<file path="src/rtl/cbaf_pkg.sv">
// ---------------------------------------------------------------------------
// Cascaded biquad audio filter package
// Widths, register indexes and shared types of the filter and its sections.
// ---------------------------------------------------------------------------
`default_nettype none

package cbaf_pkg;

   // sample and coefficient formats
   localparam int SAMPLE_W      = 16;
   localparam int COEF_W        = 20;
   localparam int COEF_FRAC     = 17;
   localparam int HISTORY_WIDTH = 24;
   localparam int NUM_STAGES    = 3;
   localparam int MAX_STAGES    = 3;

   // configuration port
   localparam int CSR_INDEX_W = 3;
   localparam int CSR_DATA_W  = 3 * COEF_W;

   localparam logic [CSR_INDEX_W-1:0] REG_OUTPUT_EN  = 3'd0;
   localparam logic [CSR_INDEX_W-1:0] REG_FILTER_EN  = 3'd1;
   localparam logic [CSR_INDEX_W-1:0] REG_STAGE_ONE  = 3'd2;
   localparam logic [CSR_INDEX_W-1:0] REG_STAGE_TWO  = 3'd3;
   localparam logic [CSR_INDEX_W-1:0] REG_STAGE_THREE = 3'd4;

   // coefficient set of one section, a1 in the low bits
   typedef struct packed {
      logic signed [COEF_W-1:0] b2;
      logic signed [COEF_W-1:0] b1;
      logic signed [COEF_W-1:0] a1;
   } coef_type;

   // control handed to each section
   typedef struct packed {
      logic start;
      logic clear;
   } cell_ctl_type;

endpackage

`default_nettype wire

</file>
<file path="src/rtl/cbaf_section.sv">
// ---------------------------------------------------------------------------
// Biquad section cell
// One direct-form-I section: five products through one multiplier, then
// rounding and saturation; keeps its own input and output histories.
// ---------------------------------------------------------------------------
`default_nettype none

module cbaf_section #(
   parameter int HW       = cbaf_pkg::HISTORY_WIDTH,
   parameter bit LOW_PASS = 1'b0
) (
   input  logic                      clock,
   input  logic                      reset,
   input  cbaf_pkg::cell_ctl_type    ctl,
   input  cbaf_pkg::coef_type        coef,
   input  logic signed [HW-1:0]      x_in,
   output logic                      done,
   output logic signed [HW-1:0]      y_out
);

   localparam int CW = cbaf_pkg::COEF_W;
   localparam int PW = CW + HW;
   localparam int AW = PW + 4;

   localparam logic [2:0] STEP_X0    = 3'd0;
   localparam logic [2:0] STEP_X1    = 3'd1;
   localparam logic [2:0] STEP_X2    = 3'd2;
   localparam logic [2:0] STEP_Y1    = 3'd3;
   localparam logic [2:0] STEP_Y2    = 3'd4;
   localparam logic [2:0] STEP_LAST  = 3'd5;
   localparam logic [2:0] STEP_ROUND = 3'd6;

   localparam logic signed [AW-1:0] HALF_LSB = AW'(1) <<< (cbaf_pkg::COEF_FRAC - 1);

   logic                 busy_ff;
   logic [2:0]           step_ff;
   logic                 done_ff;
   logic signed [HW-1:0] x0_ff, x1_ff, x2_ff, y1_ff, y2_ff, y_ff;
   logic signed [PW-1:0] prod_ff;
   logic signed [AW-1:0] acc_ff;

   logic signed [CW-1:0] mul_c;
   logic signed [HW-1:0] mul_d;
   logic signed [PW-1:0] prod_in;
   logic signed [AW-1:0] prod_ext;
   logic signed [AW-1:0] term;
   logic signed [AW-1:0] acc_in;
   logic signed [AW-1:0] rnd;
   logic signed [AW-1:0] shifted;
   logic signed [HW-1:0] ysat;
   logic [AW-HW:0]       upper;

   // operand select for the shared multiplier
   always_comb begin
      unique case (step_ff)
         STEP_X0: begin
            mul_c = coef.a1;
            mul_d = x0_ff;
         end
         STEP_X1: begin
            mul_c = coef.a1;
            mul_d = x1_ff;
         end
         STEP_X2: begin
            mul_c = coef.a1;
            mul_d = x2_ff;
         end
         STEP_Y1: begin
            mul_c = coef.b1;
            mul_d = y1_ff;
         end
         STEP_Y2: begin
            mul_c = coef.b2;
            mul_d = y2_ff;
         end
         default: begin
            mul_c = coef.a1;
            mul_d = x0_ff;
         end
      endcase
   end

   assign prod_in  = PW'(mul_c) * PW'(mul_d);
   assign prod_ext = {{(AW-PW){prod_ff[PW-1]}}, prod_ff};

   // accumulate the product of the previous step
   always_comb begin
      unique case (step_ff)
         STEP_X1:   term = prod_ext;
         STEP_X2:   term = LOW_PASS ? (prod_ext <<< 1) : -(prod_ext <<< 1);
         STEP_Y1:   term = prod_ext;
         STEP_Y2:   term = -prod_ext;
         STEP_LAST: term = -prod_ext;
         default:   term = '0;
      endcase
   end

   assign acc_in = acc_ff + term;

   // round half up, drop fraction bits, saturate to history width
   assign rnd     = acc_ff + HALF_LSB;
   assign shifted = rnd >>> cbaf_pkg::COEF_FRAC;
   assign upper   = shifted[AW-1:HW-1];

   always_comb begin
      if ((&upper) || !(|upper)) begin
         ysat = shifted[HW-1:0];
      end else if (upper[AW-HW]) begin
         ysat = {1'b1, {(HW-1){1'b0}}};
      end else begin
         ysat = {1'b0, {(HW-1){1'b1}}};
      end
   end

   // control and histories
   always_ff @(posedge clock) begin
      if (reset) begin
         busy_ff <= 1'b0;
         step_ff <= STEP_X0;
         done_ff <= 1'b0;
         x1_ff   <= '0;
         x2_ff   <= '0;
         y1_ff   <= '0;
         y2_ff   <= '0;
      end else begin
         done_ff <= 1'b0;
         if (ctl.clear) begin
            x1_ff <= '0;
            x2_ff <= '0;
            y1_ff <= '0;
            y2_ff <= '0;
         end
         if (ctl.start) begin
            busy_ff <= 1'b1;
            step_ff <= STEP_X0;
         end else if (busy_ff) begin
            step_ff <= step_ff + 3'd1;
            if (step_ff == STEP_ROUND) begin
               busy_ff <= 1'b0;
               done_ff <= 1'b1;
               x2_ff   <= x1_ff;
               x1_ff   <= x0_ff;
               y2_ff   <= y1_ff;
               y1_ff   <= ysat;
            end
         end
      end
   end

   // datapath registers
   always_ff @(posedge clock) begin
      if (ctl.start) begin
         x0_ff  <= x_in;
         acc_ff <= '0;
      end else if (busy_ff) begin
         prod_ff <= prod_in;
         acc_ff  <= acc_in;
         if (step_ff == STEP_ROUND) begin
            y_ff <= ysat;
         end
      end
   end

   assign done  = done_ff;
   assign y_out = y_ff;

endmodule

`default_nettype wire

</file>
<file path="config.mk">
export PLATFORM = sky130hd
export DESIGN_NAME = cbaf_section
export DESIGN_NICKNAME = d
export VERILOG_FILES = /design/src/rtl/cbaf_pkg.sv /design/src/rtl/cbaf_section.sv
export SDC_FILE = /design/constraint.sdc
export NUM_CORES = 2
export LEC_CHECK = 0
export ABC_CLOCK_PERIOD_IN_PS = 17000
export BUFFER_PORTS_ARGS = -buffer_cell sky130_fd_sc_hd__buf_2
export CORE_AREA = 2 2 266 189
export DETAILED_ROUTE_END_ITERATION = 8
export DIE_AREA = 0 0 268 191
export PLACE_DENSITY = 0.93
export SLEW_MARGIN = 25
export SYNTH_ARGS = -nofsm -noshare
export SYNTH_HDL_FRONTEND = slang
export SYNTH_SLANG_ARGS = --single-unit
</file>
<file path="constraint.sdc">
create_clock -name clock -period 17 [get_ports clock]
set_clock_uncertainty 0.1 [all_clocks]
set_input_delay 0 -clock clock [delete_from_list [all_inputs] [get_ports clock]]
set_output_delay 0 -clock clock [all_outputs]
set_load 0.01 [all_outputs]
</file>
-- Word-level counts from Yosys, hierarchy flattened
Index checks and enable logic that the tools add are counted.
- muxes and demuxes: 25
- reduce and logical (&&, ||, !) cells: 10
- equal/unequal tests: 6
- add/subtract/negate cells: 5
- multiply operators: 1
- bitwise operators: 2
- operators by type and width (kind ; number):
    $mux 24 ; 18
    $pmux 48 s3 ; 1
    $pmux 24 s4 ; 1
    $add 48x18->48 const B ; 1
    $add 48x48->48 ; 1
    $neg 44->48 ; 1
    $neg 45->48 ; 1
    $mul 20x24->44 ; 1
    $pmux 20 s2 ; 1
    $eq 3x3->1 const B ; 3
    $reduce_and 8->1 ; 1
    $reduce_or 8->1 ; 1
    $eq 3x2->1 const B ; 2
    $reduce_or 2->1 ; 3
    $mux 1 ; 4
    $add 3x1->3 const B ; 1
    $eq 3x1->1 const B ; 1
    $reduce_and 3->1 ; 1
    $reduce_or 3->1 ; 1
    $not 1->1 ; 2
    $reduce_and 2->1 ; 1
    $logic_not 1->1 ; 1
    $logic_or 1x1->1 ; 1
- output and inout port bits: 25
- logic and storage cells: 60
- bits of input ports: 88
- bits in registers: 241

-- Depth between registers and ports, before layout
- depth after elaboration: 8
- depth in mapped cells: 36
- gate-level depth less buffers: 33

-- Worst setup path before layout
OpenSTA, ideal clock, no wires.
- kind: register -> register
- start point: reg step_ff[0]
- end point: reg prod_ff[36] (data pin)
- buffers on the path: 3
- setup slack: 8163 ps
- library setup time: 260 ps
- arrival time: 8477 ps
- clock period less this slack: 8837 ps
- data required time: 16640 ps
- cell stages (with the launch flop): 33
- path through: dfxtp_1 > inv_1 > ha_1 > and2_1 > clkbuf_1 > a21oi_1 > clkbuf_1 > nor2_1 > a221oi_1 > clkbuf_1 > nor2_1 > fa_1 > fa_1 > inv_1 > fa_1 > inv_1 > fa_1 > fa_1 > fa_1 > inv_1 > fa_1 > inv_1 > ha_1 > and4_1 > a31o_2 > a221o_1 > o31a_1 > a31oi_1 > o31a_1 > o21ai_1 > a21o_1 > a21oi_1 > xnor2_1
- cells in the longest elaborated chain, start to end: 3
- elaborated cells on any way between the ends: 7
- classes of those cells: mul (1); eq/ne (4); mux (2)
- RTL lines (item ; RTL line ; RTL):
    start: declaration ; cbaf_section.sv:36 ; logic [2:0] step_ff;
    start signal: assignment ; cbaf_section.sv:137 ; step_ff <= step_ff + 3'd1;
    $eq 3x3->1, or another cell as far along ; cbaf_section.sv:55 ; unique case (step_ff)
    $pmux 24 s4 or $pmux 20 s2 (tied branches) ; cbaf_section.sv:55 ;
    $mul 20x24->44 (*) ; cbaf_section.sv:83 ; assign prod_in = PW'(mul_c) * PW'(mul_d);
    named net prod_in[36] ; cbaf_section.sv:44 ; logic signed [PW-1:0] prod_in;
    end signal: assignment ; cbaf_section.sv:156 ; prod_ff <= prod_in;
    end: declaration ; cbaf_section.sv:39 ; logic signed [PW-1:0] prod_ff;
The timed path passes the listed nets; every way through them passes the cells marked *.
A chain may end at the register's enable or synchronous reset.

-- Worst setup path after layout
- start point: reg step_ff[0]
- end point: reg prod_ff[39] (data pin)
Same word-level chain as after synthesis.

==> flow_summary.json <==
{
  "vias_per_cell": 6.42,
  "nets": 4322,
  "slowest_delay_ns": 0.69,
  "die_h_um": 191,
  "synthArstFlopShare_pct": 0,
  "critical_path_peak_fanout": 70,
  "status": "finished, final reports clean",
  "port_buffers": 112,
  "gp_congestion": 0.964,
  "drive_gt1_share_pct": 7.80,
  "finalSetupViolCount": 0,
  "synth_edf_count": 92,
  "slew_headroom_pct": 32.7,
  "period_share_pct": 64.0,
  "worstSetupPathType": "flip-flop to flip-flop",
  "dp_hpwl_mm": 69.6,
  "area_growth_pct": 7.64,
  "start_kind": "flip-flop",
  "dr.pass1.iters": 7,
  "min_path_type": "input port to flip-flop",
  "grt_usage_pct": 37.2,
  "ioPinCount": 113,
  "overflow": 0,
  "wirelength_mm": 94.2,
  "start_util_pct": 64.3,
  "cts_root_buffer": "clkbuf_16",
  "cts_tree": "yes",
  "antenna_left": 0,
  "drc": 0,
  "area.sequential_mm2": 0.00575,
  "syn_nets": 4282,
  "grt_pass1_wl_mm": 148,
  "cp_slowest_cell": "a31oi_1",
  "rows": 68,
  "cts_inserted_buffers": 24,
  "drt_iter0_drc": 3790,
  "clk_pin_slew_ns": 0.08,
  "finalHoldViolations": 0,
  "synth.distinct_cells": 80,
  "cts_num_sinks": 241,
  "clock_path_buffers": 3,
  "final_area_mm2": 0.0337,
  "met2_usage_pct": 57.0,
  "dpl_cell_area_mm2": 0.0326,
  "multi_input_area_mm2": 0.0228,
  "min_period_ns": 10.89,
  "cp_common_cell": "fa_1",
  "yosys_warnings": 0,
  "grtUsageMet1_pct": 48.1,
  "critPathArrivalTime_ns": 11.17,
  "end_kind": "flip-flop",
  "ys_seq_area_share_pct": 18.3,
  "grt_max_degree": 96,
  "max_cap_violations": 0,
  "maxSlewViolCount": 0,
  "clk_latency_ns": 0.56,
  "rsz0062_at_grt": "no",
  "die_width_um": 268,
  "grt_pass1_vias": 27700,
  "worstMarginPinSlew_ns": 1.01,
  "synth.ff_latch_count": 241,
  "design.core.area_mm2": 0.0488,
  "fmax_mhz": 91.9,
  "die_area_mm2": 0.0512,
  "antenna_found_initial": 2,
  "grt-busiest-layer": "met2",
  "wl_per_cell_um": 22.1,
  "synthCells": 3532,
  "grt_use_met3_pct": 11.7,
  "nFillCells": 3432,
  "htreeDepth": 1,
  "synth_flop_cell": "dfxtp_1",
  "tns_ns": 0,
  "cp.required_ns": 17.29,
  "synth.avg_cell_area_um2": 8.87,
  "vias": 27300,
  "post_cts_buffers": 0,
  "netlist_area_mm2": 0.0313
}
==> path summary, 6_finish.rpt <==
path                            depth (start not counted)  slack, ns                    start               endpoint
worst max register to register                         32       6.11  step_ff[0]$_SDFFE_PP0P_  prod_ff[39]$_DFFE_PP_
worst min register to register                          1       0.38      y2_ff[8]$_SDFF_PP0_    y2_ff[8]$_SDFF_PP0_
worst max-delay path                                   32       6.11  step_ff[0]$_SDFFE_PP0P_  prod_ff[39]$_DFFE_PP_
worst min-delay path                                    2       0.05                  x_in[7]     x0_ff[7]$_DFFE_PP_
==> kinds of logic (layout without fill, tap and decap cells) <==
kind of cell	count (synthesis)	after routing	synth area share, %
AO/OA/AOI/OAI	637	637	14.1
adder cells (fa/ha/maj)	662	662	38.2
other	0	1	0
flip-flops	241	241	18.3
XOR/XNOR	146	146	4.08
AND/OR/NAND/NOR	1042	1042	14.8
buffers and inverters	768	826	9.24
multiplexers	36	36	1.15
==> placed cells by master (no fill, tap or decap), types with 13 or more instances in the layout <==
| master | n |
|---|---|
| inv_1 | 581 |
| fa_1 | 493 |
| nor2_1 | 415 |
| nand2_1 | 347 |
| ha_1 | 168 |
| dfxtp_1 | 148 |
| a21oi_1 | 113 |
| buf_2 | 111 |
| o21ai_0 | 110 |
| edfxtp_1 | 92 |
| xnor2_1 | 88 |
| a22o_1 | 72 |
| a22oi_1 | 62 |
| buf_4 | 59 |
| xor2_1 | 58 |
| a21o_1 | 57 |
| nor3_1 | 46 |
| nand3_1 | 44 |
| nand2b_1 | 41 |
| mux2i_1 | 35 |
| a31oi_1 | 33 |
| dlygate4sd3_1 | 29 |
| a31o_2 | 25 |
| clkbuf_16 | 24 |
| nand4_1 | 22 |
| or3_1 | 18 |
| o311ai_0 | 18 |
| and3_1 | 16 |
| a221o_1 | 14 |
| nor2b_1 | 13 |
| o21a_1 | 13 |
==> through the flow <==
stage                     hold WS [ns]  setup WS, ns  cells  utilization [%]
after floorplan                -0.0276          8.16   3532                -
after global placement          0.0762          7.05   4182             66.8
after detailed placement        0.0781          6.53   4182             66.8
after CTS                       0.0342          6.38   4255             69.2
after global routing            0.0493          5.77   4256             69.2
final                           0.0490          6.11   4256             69.2
==> worst max-delay path: cells and delay by family (launching register included) <==
kind | cells | cell delay (ns)
AOI/OAI and AO/OA | 8 | 2.81
and+or+nand+nor | 7 | 1.24
adders and majority gates | 9 | 4.13
xor gates and xnor gates | 1 | 0.22
DFF | 1 | 0.35
buffers and inverters | 7 | 1.86
==> layer usage <==
metal | up-vias | share of wire, %
li1 | 11600 | -
met1 | 13100 | 36
met2 | 2105 | 44
met3 | 495 | 14
met4 | 2 | 6.1
met5 | - | 0.013
==> state kept, by name, summed over array words and instances (netlist names), 24 cells and up <==
signal   flops
acc_ff      48
prod_ff     44
x0_ff       24
x1_ff       24
x2_ff       24
y1_ff       24
y2_ff       24
y_out       24
==> synthesized netlist by cell type, types with 57 or more instances <==
master | n | share of area [%]
a21o_1 | 57 | 1.4
nor2_1 | 416 | 5.0
xnor2_1 | 88 | 2.5
clkbuf_1 | 167 | 2.0
xor2_1 | 58 | 1.6
a22oi_1 | 62 | 1.5
a22o_1 | 72 | 2.0
o21ai_0 | 111 | 1.8
a21oi_1 | 114 | 1.8
fa_1 | 493 | 31
edfxtp_1 | 92 | 8.8
nand2_1 | 348 | 4.2
inv_1 | 582 | 7.0
ha_1 | 169 | 6.7
dfxtp_1 | 149 | 9.5
==> what timing repair did <==
item / CTS / global route
hold buffers: 29 / 0
endpoints found under the hold margin: 47 / 0
gates resized for setup: 0 / 0
endpoints found under the setup margin: 0 / 0
==> cell type report <==
cell class	count	share of cell area, %
multi-input combinational	2523	67.6
sequential	241	17.0
inverter	582	6.48
timing repair buffer	200	3.85
tap	665	2.47
clock buffer	30	1.88
clock inverter	14	0.657
antenna	1	0.00742
Power is left out: the tool's default activity adds up to more than one toggle a clock period on the data nets, which glitch-free logic cannot reach.
